## config.mk

```make
export PLATFORM = sky130hd
export DESIGN_NAME = dasc_ctrl
export DESIGN_NICKNAME = d
export VERILOG_FILES = /design/src/rtl/dasc_pkg.sv /design/src/rtl/dasc_ctrl.sv
export SDC_FILE = /design/constraint.sdc
export NUM_CORES = 1
export LEC_CHECK = 0
export BUFFER_PORTS_ARGS = -buffer_cell sky130_fd_sc_hd__buf_4
export CORE_MARGIN = 2
export CORE_UTILIZATION = 40
export CTS_BUF_LIST = sky130_fd_sc_hd__clkbuf_2
export CTS_CLUSTER_DIAMETER = 200
export CTS_CLUSTER_SIZE = 24
export DETAILED_ROUTE_END_ITERATION = 12
export PLACE_DENSITY = 0.7
export SETUP_SLACK_MARGIN = 0.4
export SYNTH_ARGS = -nofsm -noshare
export SYNTH_HDL_FRONTEND = slang
export SYNTH_SLANG_ARGS = --single-unit
export TNS_END_PERCENT = 50
```

## constraint.sdc

```tcl
create_clock -name clk -period 1.5 [get_ports clk]
set_clock_uncertainty 0.05 [all_clocks]
set_input_delay 0.075 -clock clk [delete_from_list [all_inputs] [get_ports clk]]
set_output_delay 0.075 -clock clk [all_outputs]
set_load 0.03 [all_outputs]
```

## src/rtl/dasc_pkg.sv

```systemverilog
// Shared types and constants for the deadlock avoidance safety checker.
// Used by the controller, the datapath, the top level and the testbench.
package dasc_pkg;

    localparam int MAX_PROCESSES_DEF = 16;
    localparam int MAX_RESOURCES_DEF = 16;
    localparam int COUNT_WIDTH_DEF   = 8;

    // configuration port
    localparam int CFG_W     = 5;
    localparam int CFG_IDX_W = 1;
    localparam logic [CFG_IDX_W-1:0] CFG_NUM_PROCESSES = 1'b0;
    localparam logic [CFG_IDX_W-1:0] CFG_NUM_RESOURCES = 1'b1;
    localparam logic [CFG_W-1:0]     CFG_RESET_COUNT   = 5'd16;

    // item command codes
    localparam logic [2:0] CMD_WRITE_ALLOC = 3'd0;
    localparam logic [2:0] CMD_WRITE_CLAIM = 3'd1;
    localparam logic [2:0] CMD_WRITE_AVAIL = 3'd2;
    localparam logic [2:0] CMD_CHECK       = 3'd3;
    localparam logic [2:0] CMD_REQUEST     = 3'd4;

    // result status codes
    localparam logic [1:0] ST_SAFE       = 2'd0;
    localparam logic [1:0] ST_UNSAFE     = 2'd1;
    localparam logic [1:0] ST_OVER_NEED  = 2'd2;
    localparam logic [1:0] ST_OVER_AVAIL = 2'd3;

    typedef enum logic [2:0] {
        OP_NONE,
        OP_CLEAR,
        OP_INIT,
        OP_TEST,
        OP_ADD,
        OP_JUDGE,
        OP_GRANT
    } dp_op_t;

    typedef enum logic [1:0] {
        SEL_SEQ,
        SEL_UNSAFE,
        SEL_NEED,
        SEL_AVAIL
    } out_sel_t;

    typedef struct packed {
        dp_op_t   op;
        logic     clr_j;
        logic     check_start;
        logic     sweep_start;
        logic     next_proc;
        logic     proc_done;
        logic     emit_start;
        logic     emit_next;
        logic     load_out;
        out_sel_t out_sel;
    } dp_cmd_t;

    typedef struct packed {
        logic       j_done;
        logic       clr_done;
        logic       fail;
        logic       flag_need;
        logic       flag_avail;
        logic       i_at_end;
        logic       cur_finished;
        logic       progress;
        logic       count_full;
        logic       k_last;
        logic [2:0] in_command;
        logic       in_last;
        logic       in_row_ok;
    } dp_stat_t;

endpackage

```

## src/rtl/dasc_ctrl.sv

```systemverilog
// Sequencer of the safety checker: clear pass, table loads, safety sweeps,
// request judgement and result emission. Depends on dasc_pkg.
module dasc_ctrl import dasc_pkg::*; (
    input  logic     clk,
    input  logic     rst_n,
    input  logic     in_valid,
    output logic     in_ready,
    output logic     out_valid,
    input  logic     out_ready,
    input  dp_stat_t stat,
    output dp_cmd_t  cmd
);

    typedef enum logic [3:0] {
        S_CLEAR,
        S_IDLE,
        S_INIT,
        S_PROC,
        S_TEST,
        S_ADD,
        S_RESULT,
        S_EMIT_RD,
        S_EMIT_LD,
        S_OUT,
        S_JUDGE,
        S_GRANT
    } state_t;

    state_t   state_reg, state_next;
    logic     out_valid_reg, out_valid_next;
    out_sel_t sel_reg, sel_next;
    logic     in_fire;
    logic     out_free;

    assign in_ready  = (state_reg == S_IDLE);
    assign out_valid = out_valid_reg;
    assign in_fire   = in_valid && (state_reg == S_IDLE);
    assign out_free  = !out_valid_reg || out_ready;

    always_comb
    begin
        state_next     = state_reg;
        sel_next       = sel_reg;
        out_valid_next = out_valid_reg && !out_ready;
        cmd            = '0;
        cmd.op         = OP_NONE;
        cmd.out_sel    = SEL_SEQ;
        unique case (state_reg)
            S_CLEAR:
            begin
                cmd.op = OP_CLEAR;
                if (stat.clr_done)
                begin
                    state_next = S_IDLE;
                end
            end
            S_IDLE:
            begin
                if (in_fire)
                begin
                    if (stat.in_command == CMD_CHECK)
                    begin
                        cmd.check_start = 1'b1;
                        state_next      = S_INIT;
                    end
                    else if (stat.in_command == CMD_REQUEST && stat.in_last)
                    begin
                        if (!stat.in_row_ok)
                        begin
                            sel_next   = SEL_NEED;
                            state_next = S_OUT;
                        end
                        else
                        begin
                            state_next = S_JUDGE;
                        end
                    end
                end
            end
            S_INIT:
            begin
                cmd.op = OP_INIT;
                if (stat.j_done)
                begin
                    cmd.clr_j       = 1'b1;
                    cmd.sweep_start = 1'b1;
                    state_next      = S_PROC;
                end
            end
            S_PROC:
            begin
                if (stat.i_at_end)
                begin
                    if (stat.progress)
                    begin
                        cmd.sweep_start = 1'b1;
                    end
                    else
                    begin
                        state_next = S_RESULT;
                    end
                end
                else if (stat.cur_finished)
                begin
                    cmd.next_proc = 1'b1;
                end
                else
                begin
                    state_next = S_TEST;
                end
            end
            S_TEST:
            begin
                cmd.op = OP_TEST;
                if (stat.j_done)
                begin
                    cmd.clr_j = 1'b1;
                    if (stat.fail)
                    begin
                        cmd.next_proc = 1'b1;
                        state_next    = S_PROC;
                    end
                    else
                    begin
                        state_next = S_ADD;
                    end
                end
            end
            S_ADD:
            begin
                cmd.op = OP_ADD;
                if (stat.j_done)
                begin
                    cmd.clr_j     = 1'b1;
                    cmd.proc_done = 1'b1;
                    state_next    = S_PROC;
                end
            end
            S_RESULT:
            begin
                if (stat.count_full)
                begin
                    cmd.emit_start = 1'b1;
                    state_next     = S_EMIT_RD;
                end
                else
                begin
                    sel_next   = SEL_UNSAFE;
                    state_next = S_OUT;
                end
            end
            S_EMIT_RD:
            begin
                state_next = S_EMIT_LD;
            end
            S_EMIT_LD:
            begin
                if (out_free)
                begin
                    cmd.load_out   = 1'b1;
                    cmd.out_sel    = SEL_SEQ;
                    cmd.emit_next  = 1'b1;
                    out_valid_next = 1'b1;
                    state_next     = stat.k_last ? S_IDLE : S_EMIT_RD;
                end
            end
            S_OUT:
            begin
                if (out_free)
                begin
                    cmd.load_out   = 1'b1;
                    cmd.out_sel    = sel_reg;
                    out_valid_next = 1'b1;
                    state_next     = S_IDLE;
                end
            end
            S_JUDGE:
            begin
                cmd.op = OP_JUDGE;
                if (stat.j_done)
                begin
                    cmd.clr_j = 1'b1;
                    if (stat.flag_need)
                    begin
                        sel_next   = SEL_NEED;
                        state_next = S_OUT;
                    end
                    else if (stat.flag_avail)
                    begin
                        sel_next   = SEL_AVAIL;
                        state_next = S_OUT;
                    end
                    else
                    begin
                        state_next = S_GRANT;
                    end
                end
            end
            S_GRANT:
            begin
                cmd.op = OP_GRANT;
                if (stat.j_done)
                begin
                    cmd.clr_j       = 1'b1;
                    cmd.check_start = 1'b1;
                    state_next      = S_INIT;
                end
            end
            default:
            begin
                state_next = S_IDLE;
            end
        endcase
    end

    always_ff @(posedge clk or negedge rst_n)
    begin
        if (!rst_n)
        begin
            state_reg     <= S_CLEAR;
            out_valid_reg <= 1'b0;
            sel_reg       <= SEL_SEQ;
        end
        else
        begin
            state_reg     <= state_next;
            out_valid_reg <= out_valid_next;
            sel_reg       <= sel_next;
        end
    end

endmodule

```

* Word-level counts from Yosys, hierarchy flattened
Index checks and enable logic that the tools add are counted.
** Cells by class
- Eq/ne operators :: 29
- Muxes and demuxes :: 53
- Reduce and logical (&&, ||, !) cells :: 13
** Operators with widths (count)
- 4-bit 2-to-1 mux :: 16
- 4-bit case mux with 11 select lines :: 1
- 2-bit 2-to-1 mux :: 11
- 2-bit != test (second input constant) :: 9
- 3-bit case mux with 6 select lines :: 1
- 4-bit by 3-bit equality test with 1-bit output (second input constant) :: 4
- 4-bit equality test (second input constant) :: 4
- 1-bit 2-to-1 mux :: 15
- 11-bit AND reduction :: 1
- 3-bit 2-to-1 mux :: 3
- 3-bit != test (second input constant) :: 3
- 4-bit by 2-bit equality test with 1-bit output (second input constant) :: 2
- 1-bit case mux with 2 select lines :: 4
- 8-bit AND reduction :: 1
- 2-bit by 1-bit != test with 1-bit output (second input constant) :: 3
- 2-bit case mux with 3 select lines :: 1
- 3-bit case mux with 2 select lines :: 1
- 4-bit by 1-bit equality test with 1-bit output (second input constant) :: 1
- 4-bit zero test :: 1
- 2-bit OR reduction :: 2
- 4-bit OR reduction :: 1
- 3-bit by 2-bit equality test with 1-bit output (second input constant) :: 1
- 3-bit equality test (second input constant) :: 1
- 1-bit logical AND :: 3
- other kinds (4) :: 5
** Word-level totals
- Register bits :: 7
- Input bits :: 19
- Output and inout bits :: 15
- Word-level logic and storage cells :: 98

* Longest topological paths before layout
Gate-level depths: netlist of run 1.
- Word-level depth :: 6
- Gate-level depth with buffers :: 6
- Gate-level depth less buffers :: 5

* Worst setup path after synthesis of run 1
Ideal clock, no wire load.
- Path type :: reg2out
- Start :: reg state_reg[1]
- End :: out cmd[8] (netlist bit)
- Data arrival time :: 1834 ps
- Setup slack :: -459 ps
- Stages on the path, launching flop included :: 7
- Path through :: dfrtp_1 -> buf_6 -> buf_2 -> or2_2 -> nor2_1 -> a31oi_1 -> nor3b_1
** RTL lines
- start, declared :: RTL line dasc_ctrl.sv:29 : state_t state_reg, state_next;
- start signal, assigned :: RTL line dasc_ctrl.sv:226 : state_reg <= state_next;
- end, declared :: RTL line dasc_ctrl.sv:11 : output dp_cmd_t cmd

==> results of run 1 <==
## kinds of logic (layout without fill, tap and decap cells)
| logic type | Yosys count | in the layout | synth area share [%] |
|---|---|---|---|
| xor gates and xnor gates | 1 | 1 | 1.01 |
| AOI/OAI and AO/OA | 28 | 28 | 25.2 |
| muxes | 6 | 6 | 8.12 |
| buffers and inverters | 12 | 88 | 8.26 |
| and+or+nand+nor | 56 | 56 | 37.1 |
| DFF | 7 | 7 | 20.3 |
## metal layers
metal | wire, um | GRT usage, % | up-vias
met5 | 0 | 0 | -
met4 | 289 | 15.8 | 0
met3 | 423 | 1.19 | 33
met2 | 2100 | 50.0 | 109
met1 | 1750 | 43.1 | 619
li1 | - | - | 554
## worst register-to-register path: cells and delay by family, from the launching register on
family          cells  cell delay, ns
buf+inv             2            0.26
compound gates      3            0.56
simple gates        1            0.10
flops               1            0.45
mux                 1            0.31
## synthesized netlist by cell type (all sizes together)
master / number / area [um2]
a21o: 1 / 15.0
a21oi: 4 / 23.8
a2bb2oi: 1 / 15.0
a31oi: 4 / 25.0
a32oi: 2 / 17.5
and2: 1 / 6.26
and2b: 1 / 7.51
and3: 1 / 6.26
and3b: 1 / 8.76
buf: 7 / 50.1
clkbuf: 1 / 3.75
dfrtp: 7 / 175
inv: 4 / 17.5
mux2: 2 / 30.0
mux2i: 4 / 40.0
nand2: 10 / 37.5
nand2b: 7 / 48.8
nand4: 2 / 12.5
nor2: 13 / 48.8
nor2b: 5 / 31.3
nor3: 8 / 40.0
nor3b: 1 / 7.51
nor4: 2 / 18.8
nor4b: 1 / 23.8
o21a: 1 / 7.51
o21ai: 8 / 40.0
o221ai: 2 / 23.8
o2bb2ai: 2 / 17.5
o31ai: 1 / 7.51
o32ai: 2 / 25.0
or2: 2 / 12.5
or4b: 1 / 10.0
xor2: 1 / 8.76
## metrics by stage
stage	utilization [%]	hold WS, ns
3_5_place_dp	71.6	-0.158
2_1_floorplan	-	-0.271
3_3_place_gp	71.6	-0.161
6_report	94.0	0.114
4_1_cts	87.1	0.122
5_1_grt	94.0	0.123
## repair_timing
item | in CTS | in global routing
endpoints found under the setup margin | 20 | 20
buffers inserted | 10 | 3
hold buffers | 1 | 0
endpoints found under the hold margin | 7 | 0
resized for setup | 48 | 25
cloned | 1 | 0
pin swaps | 10 | 13
## layout make-up
class                   count  share of cell area, %
clock buffers               4                   1.06
inverters                   4                   1.06
multi-input cells          91                   47.8
flip-flops and latches      7                   9.51
well taps                  27                   1.80
repair buffers             80                   38.8
## report_power, final
part | internal, mW | switching (mW)
Combinational | 1.64 | 1.66
Sequential | 0.269 | 0.0969
Clock | 0.0708 | 0.0844
Total | 1.98 | 1.84
## worst min path at each step
stage / endpoint / start / cells after the start
after floorplan: out_valid / rst_n / 0
after global placement: state_reg[3] / rst_n / 1
after detailed placement: state_reg[2] / rst_n / 1
after CTS: state_reg[3] / rst_n / 2
after global routing: sel_reg[1] / rst_n / 2
final: state_reg[3] / rst_n / 2
==> impl_metrics.tcl, run 1 <==
set metrics [dict create \
    routed_wl_mm 4.57 \
    cpPeakStageDelay_ns 0.55 \
    drv_cap 0 \
    fin_tns_setup_ns -4.64 \
    syn_area_um2 863 \
    cp_top_family "simple AND/OR/NAND/NOR gates" \
    relSlewSlack_pct 78.3 \
    chipHeight_um 50.5 \
    io_pins 34 \
    grt_pass1_wl_mm 6.12 \
    nNetsFinal 206 \
    crit_buf_inv 1 \
    total_power_mw 3.82 \
    path_depth 4 \
    worstPathMaxFanout 8 \
    path_cells "nand2_1, or4b_4, a21oi_4, buf_6" \
    place_hpwl_mm 2.26 \
    nFillCells 61 \
    r2r_setup_slack_ns -0.33 \
    grt_max_degree 10 \
    areaGrowthSynthToFinish_pct 118 \
    seq_area_um2 179 \
    clockBufferDepth 2 \
    r2r_end "state_reg[0]" \
    setup_slack_ns -0.336 \
    cp-startpoint "state_reg[0]" \
    r2r_start "state_reg[1]" \
    synth-seq-cells 7 \
    rsz0062_at_grt "true" \
    ant_nets 0 \
    leakagePower_nw 0.826 \
    cts_buffers 3 \
    synth_cells 110 \
    cp-endpoint "cmd[6]" \
    final_common_cell "buf_4" \
    via_per_inst 6.17 \
    core_mm2 0.00200 \
    syn_nets 129 \
    diodes 0 \
    yosysUniqueCellTypes 41 \
    layout-drive-gt1-share_pct 71.5 \
    die-area_mm2 0.00255 \
    detail_route.drc_violations 0 \
    die_w_um 50.5 \
    dp.cells 194 \
    cts_htree_levels 1 \
    multiInputGateArea_um2 900 \
    antenna_found_initial 0 \
    worstSetupPathType "reg -> out" \
    drt_iter0_drc 56 \
    gp_congestion 0.849 \
    worst_path_max_delay_cell "or4b_4" \
    overflow 0 \
    firstDrtPassIters 4 \
    yosysSeqAreaShare_pct 20.3 \
    failed_checks "negative setup slack" \
    clk_latency_ns 0.25 \
    finalHoldViolations 0 \
    io_buffers 33 \
    fin_crit_ns 1.84 \
    r2r_cells 7 \
    powerDensity_mw_per_mm2 2030 \
    run_status "complete, but fails checks" \
    cp.required_ns 1.37 \
    setup_violations 20 \
    routedWlPerCell_um 21.4 \
    largest_reg_flops 4 \
    gr-usage-all-layers_pct 31.4 \
    cts_tree "done" \
    cp-start-kind "register" \
    start_util_pct 43.1 \
    rows 16 \
    ys_warn_count 0 \
    final_area_mm2 0.00188 \
    pre_cts_slack_ns -0.274 \
    place_area_mm2 0.00143 \
    dr_total_vias 1315 \
    clk_pin_slew_ns 0.08 \
    stdcell_count 213 \
    end_kind "output port" \
    final_cell_mix "buf_4, buf_6, nor2_1, nand2_1" \
    worstHoldPathType "in -> async" \
    crit_arrival_ns 1.71 \
    cts.sinks 7 \
    worst_pin_slew_ns 0.322 \
    irDropWorstVdd_v 0.00162 \
    min_period_over_period_pct 122 \
    fmax_mhz 545 \
    slew_viol_final 0 \
    cts_root_buf "clkbuf_2" \
    grt_pass1_vias 1262 \
    avgSynthCellArea_um2 7.85 \
]
(Power assumes the default switching activity.)
==> run 2: changes to the inputs <==
- ABC_AREA: unset -> 1
- PLACE_DENSITY: 0.7 -> 0.69
==> run 2 against run 1 <==
Compared with the run above: combinational power down 16%; hold slack better by 0.0020 ns; the flow still finishes with violations (negative setup slack); highest routed layer unchanged; non-clock buffer count down 18; register-to-register slack better by 0.20 ns; cell area down 6.5%.
==> impl_metrics.tcl, run 2 <==
set metrics [dict create \
    run_status "complete, but fails checks" \
    failed_checks "negative setup slack" \
    setup_violations 19 \
    avgSynthCellArea_um2 5.43 \
    via_per_inst 5.32 \
    synth_cells 178 \
    nFillCells 167 \
    final_area_mm2 0.00176 \
    place_area_mm2 0.00138 \
    final_common_cell "nand2_1" \
    cpPeakStageDelay_ns 0.50 \
    cp-start-kind "register" \
    fin_tns_setup_ns -1.51 \
    die_w_um 53.2 \
    syn_area_um2 967 \
    pre_cts_slack_ns -0.111 \
    layout-drive-gt1-share_pct 51.0 \
    synth_ff_type "dfrtp_1" \
    synth_top_family_by_area "simple AND/OR/NAND/NOR gates" \
    netlist_top_cells_count "nand2_1, nor2_1, nand3_1" \
    cts_htree_levels 1 \
    ys_warn_count 0 \
    cts_buffers 3 \
    holdPathEnd "sel_reg[0]" \
    synth_compound_area_share_pct 5.69 \
    multiInputGateArea_um2 868 \
    synth-seq-cells 7 \
    antenna_found_initial 0 \
    detail_route.drc_violations 0 \
    worstHoldPathType "in -> reg" \
    clk_pin_slew_ns 0.09 \
    r2r_setup_slack_ns -0.13 \
    r2r_start "state_reg[3]" \
    nNetsFinal 263 \
    routedWlPerCell_um 14.2 \
    ant_nets 0 \
    yosys-mux-area-fraction_pct 0 \
    final_cell_mix "nand2_1, buf_4, nor2_1, inv_1, nand3_1" \
    setup_slack_ns -0.134 \
    largest_reg_flops 4 \
    worstSetupPathType "reg -> reg" \
    io_buffers 33 \
    fmax_mhz 612 \
    rows 17 \
    synth_xor_area_share_pct 0 \
    gr-usage-all-layers_pct 28.5 \
    die-area_mm2 0.00283 \
    worst_pin_slew_ns 0.307 \
    clk_latency_ns 0.24 \
    cp_top_family "simple AND/OR/NAND/NOR gates" \
    worstHoldStart "stat[11]" \
    drt_iter0_drc 94 \
    overflow 0 \
    cts_tree "done" \
    io_pins 34 \
    dr_total_vias 1443 \
    min_period_over_period_pct 109 \
    rsz0062_at_grt "true" \
    synth-edff-count 0 \
    clockBufferDepth 2 \
    worst_path_max_delay_cell "dfrtp_2" \
    crit_buf_inv 4 \
    place_hpwl_mm 2.56 \
    finalHoldViolations 0 \
    grt_max_degree 8 \
    grt_pass1_vias 1313 \
    grt_pass1_wl_mm 5.85 \
    start_util_pct 42.9 \
    r2r_end "state_reg[0]" \
    cpMostUsedCell "nand2_1" \
    drv_cap 0 \
    gp_congestion 0.954 \
    r2r_cells 11 \
    path_cells "inv_4, buf_12, nand2_8, nor2_4, buf_6, nand3_4, nand2_1, inv_1, nand3_2, nand2_1, nand2_1" \
    synth_most_common_cell "nand2_1" \
    firstDrtPassIters 5 \
    cts.sinks 7 \
    routed_wl_mm 3.85 \
    fin_crit_ns 1.63 \
    crit_arrival_ns 1.76 \
    slew_viol_final 0 \
    diodes 0 \
    syn_nets 197 \
    end_kind "register" \
    worstPathMaxFanout 5 \
    cp.required_ns 1.63 \
    cts_root_buf "clkbuf_2" \
    powerDensity_mw_per_mm2 1910 \
    synthTopCellsByArea "nand2_1, dfrtp_1, nand3_1, nor2_1, inv_1" \
    irDropWorstVdd_v 0.00138 \
    areaGrowthSynthToFinish_pct 81.9 \
    relSlewSlack_pct 79.4 \
    synth-simple-area-share_pct 64.3 \
    yosysSeqAreaShare_pct 18.1 \
    yosysUniqueCellTypes 21 \
    seq_area_um2 180 \
    synth_adder_area_share_pct 0 \
    leakagePower_nw 0.998 \
    core_mm2 0.00225 \
    chipHeight_um 53.2 \
    synth_area_leader_cell "nand2_1" \
    synth_top_area_share_pct 22.9 \
    whs_path_depth 4 \
    ys_async_sr_fraction_pct 100 \
]
==> run 2: metrics by stage <==
step	power [mW]	util (%)	hold slack, ns	cells
floorplan	1.86	-	-0.271	178
global placement	2.41	61.2	-0.157	247
detailed placement	2.43	61.2	-0.155	247
CTS	3.03	73.0	0.0957	266
global route	3.57	78.0	0.128	271
finish	3.36	78.0	0.116	271
==> run 2: worst register-to-register path, delay by kind of cell, from the launching register on <==
| family | cells | cell delay (ns) |
|---|---|---|
| DFF | 1 | 0.50 |
| buffers and inverters | 4 | 0.42 |
| and+or+nand+nor | 7 | 0.61 |
==> run 2: power breakdown <==
group          leakage [nW]  internal (mW)  switching [mW]  total, mW
sequential           0.0837          0.286           0.144      0.430
clock                0.0166         0.0709          0.0777      0.149
combinational         0.898           1.16            1.63       2.78
==> run 2: what timing repair did <==
action,in CTS,in global routing
pin swaps,12,6
hold endpoints to repair,7,0
gates cloned,0,0
gates resized for setup,36,17
endpoints found under the setup margin,20,21
hold buffers,1,0
buffers inserted,14,5
==> run 2: kinds of logic after synthesis <==
group                  after synthesis
buffers and inverters               29
AND/OR/NAND/NOR                    133
AO/OA/AOI/OAI                        9
flip-flops                           7
==> run 2: worst max path at each step <==
| stage | startpoint | end | slack, ns | cells after the start |
|---|---|---|---|---|
| after floorplan | state_reg[3] | sel_reg[1] | 0.11 | 8 |
| after global placement | state_reg[1] | state_reg[0] | -0.11 | 9 |
| after detailed placement | state_reg[1] | state_reg[3] | -0.11 | 9 |
| after CTS | state_reg[2] | cmd[10] | -0.1 | 6 |
| after global routing | state_reg[2] | state_reg[0] | -0.20 | 10 |
| final | state_reg[3] | state_reg[0] | -0.13 | 11 |
==> run 2: area by class of cell <==
class	instances	share of cell area [%]
inverter	28	6.76
sequential	7	10.2
timing repair buffer	62	30.5
tap	28	1.99
clock buffer	4	1.14
multi-input combinational	142	49.4
==> run 2: metal layers <==
| metal | GRT usage, % | share of wire (%) | vias to the layer above |
|---|---|---|---|
| met2 | 47.7 | 50 | 96 |
| met1 | 34.9 | 37 | 644 |
| met4 | 16.7 | 3.8 | 0 |
| met3 | 3.11 | 9.1 | 19 |
| met5 | 0 | 0 | - |
| li1 | - | - | 684 |
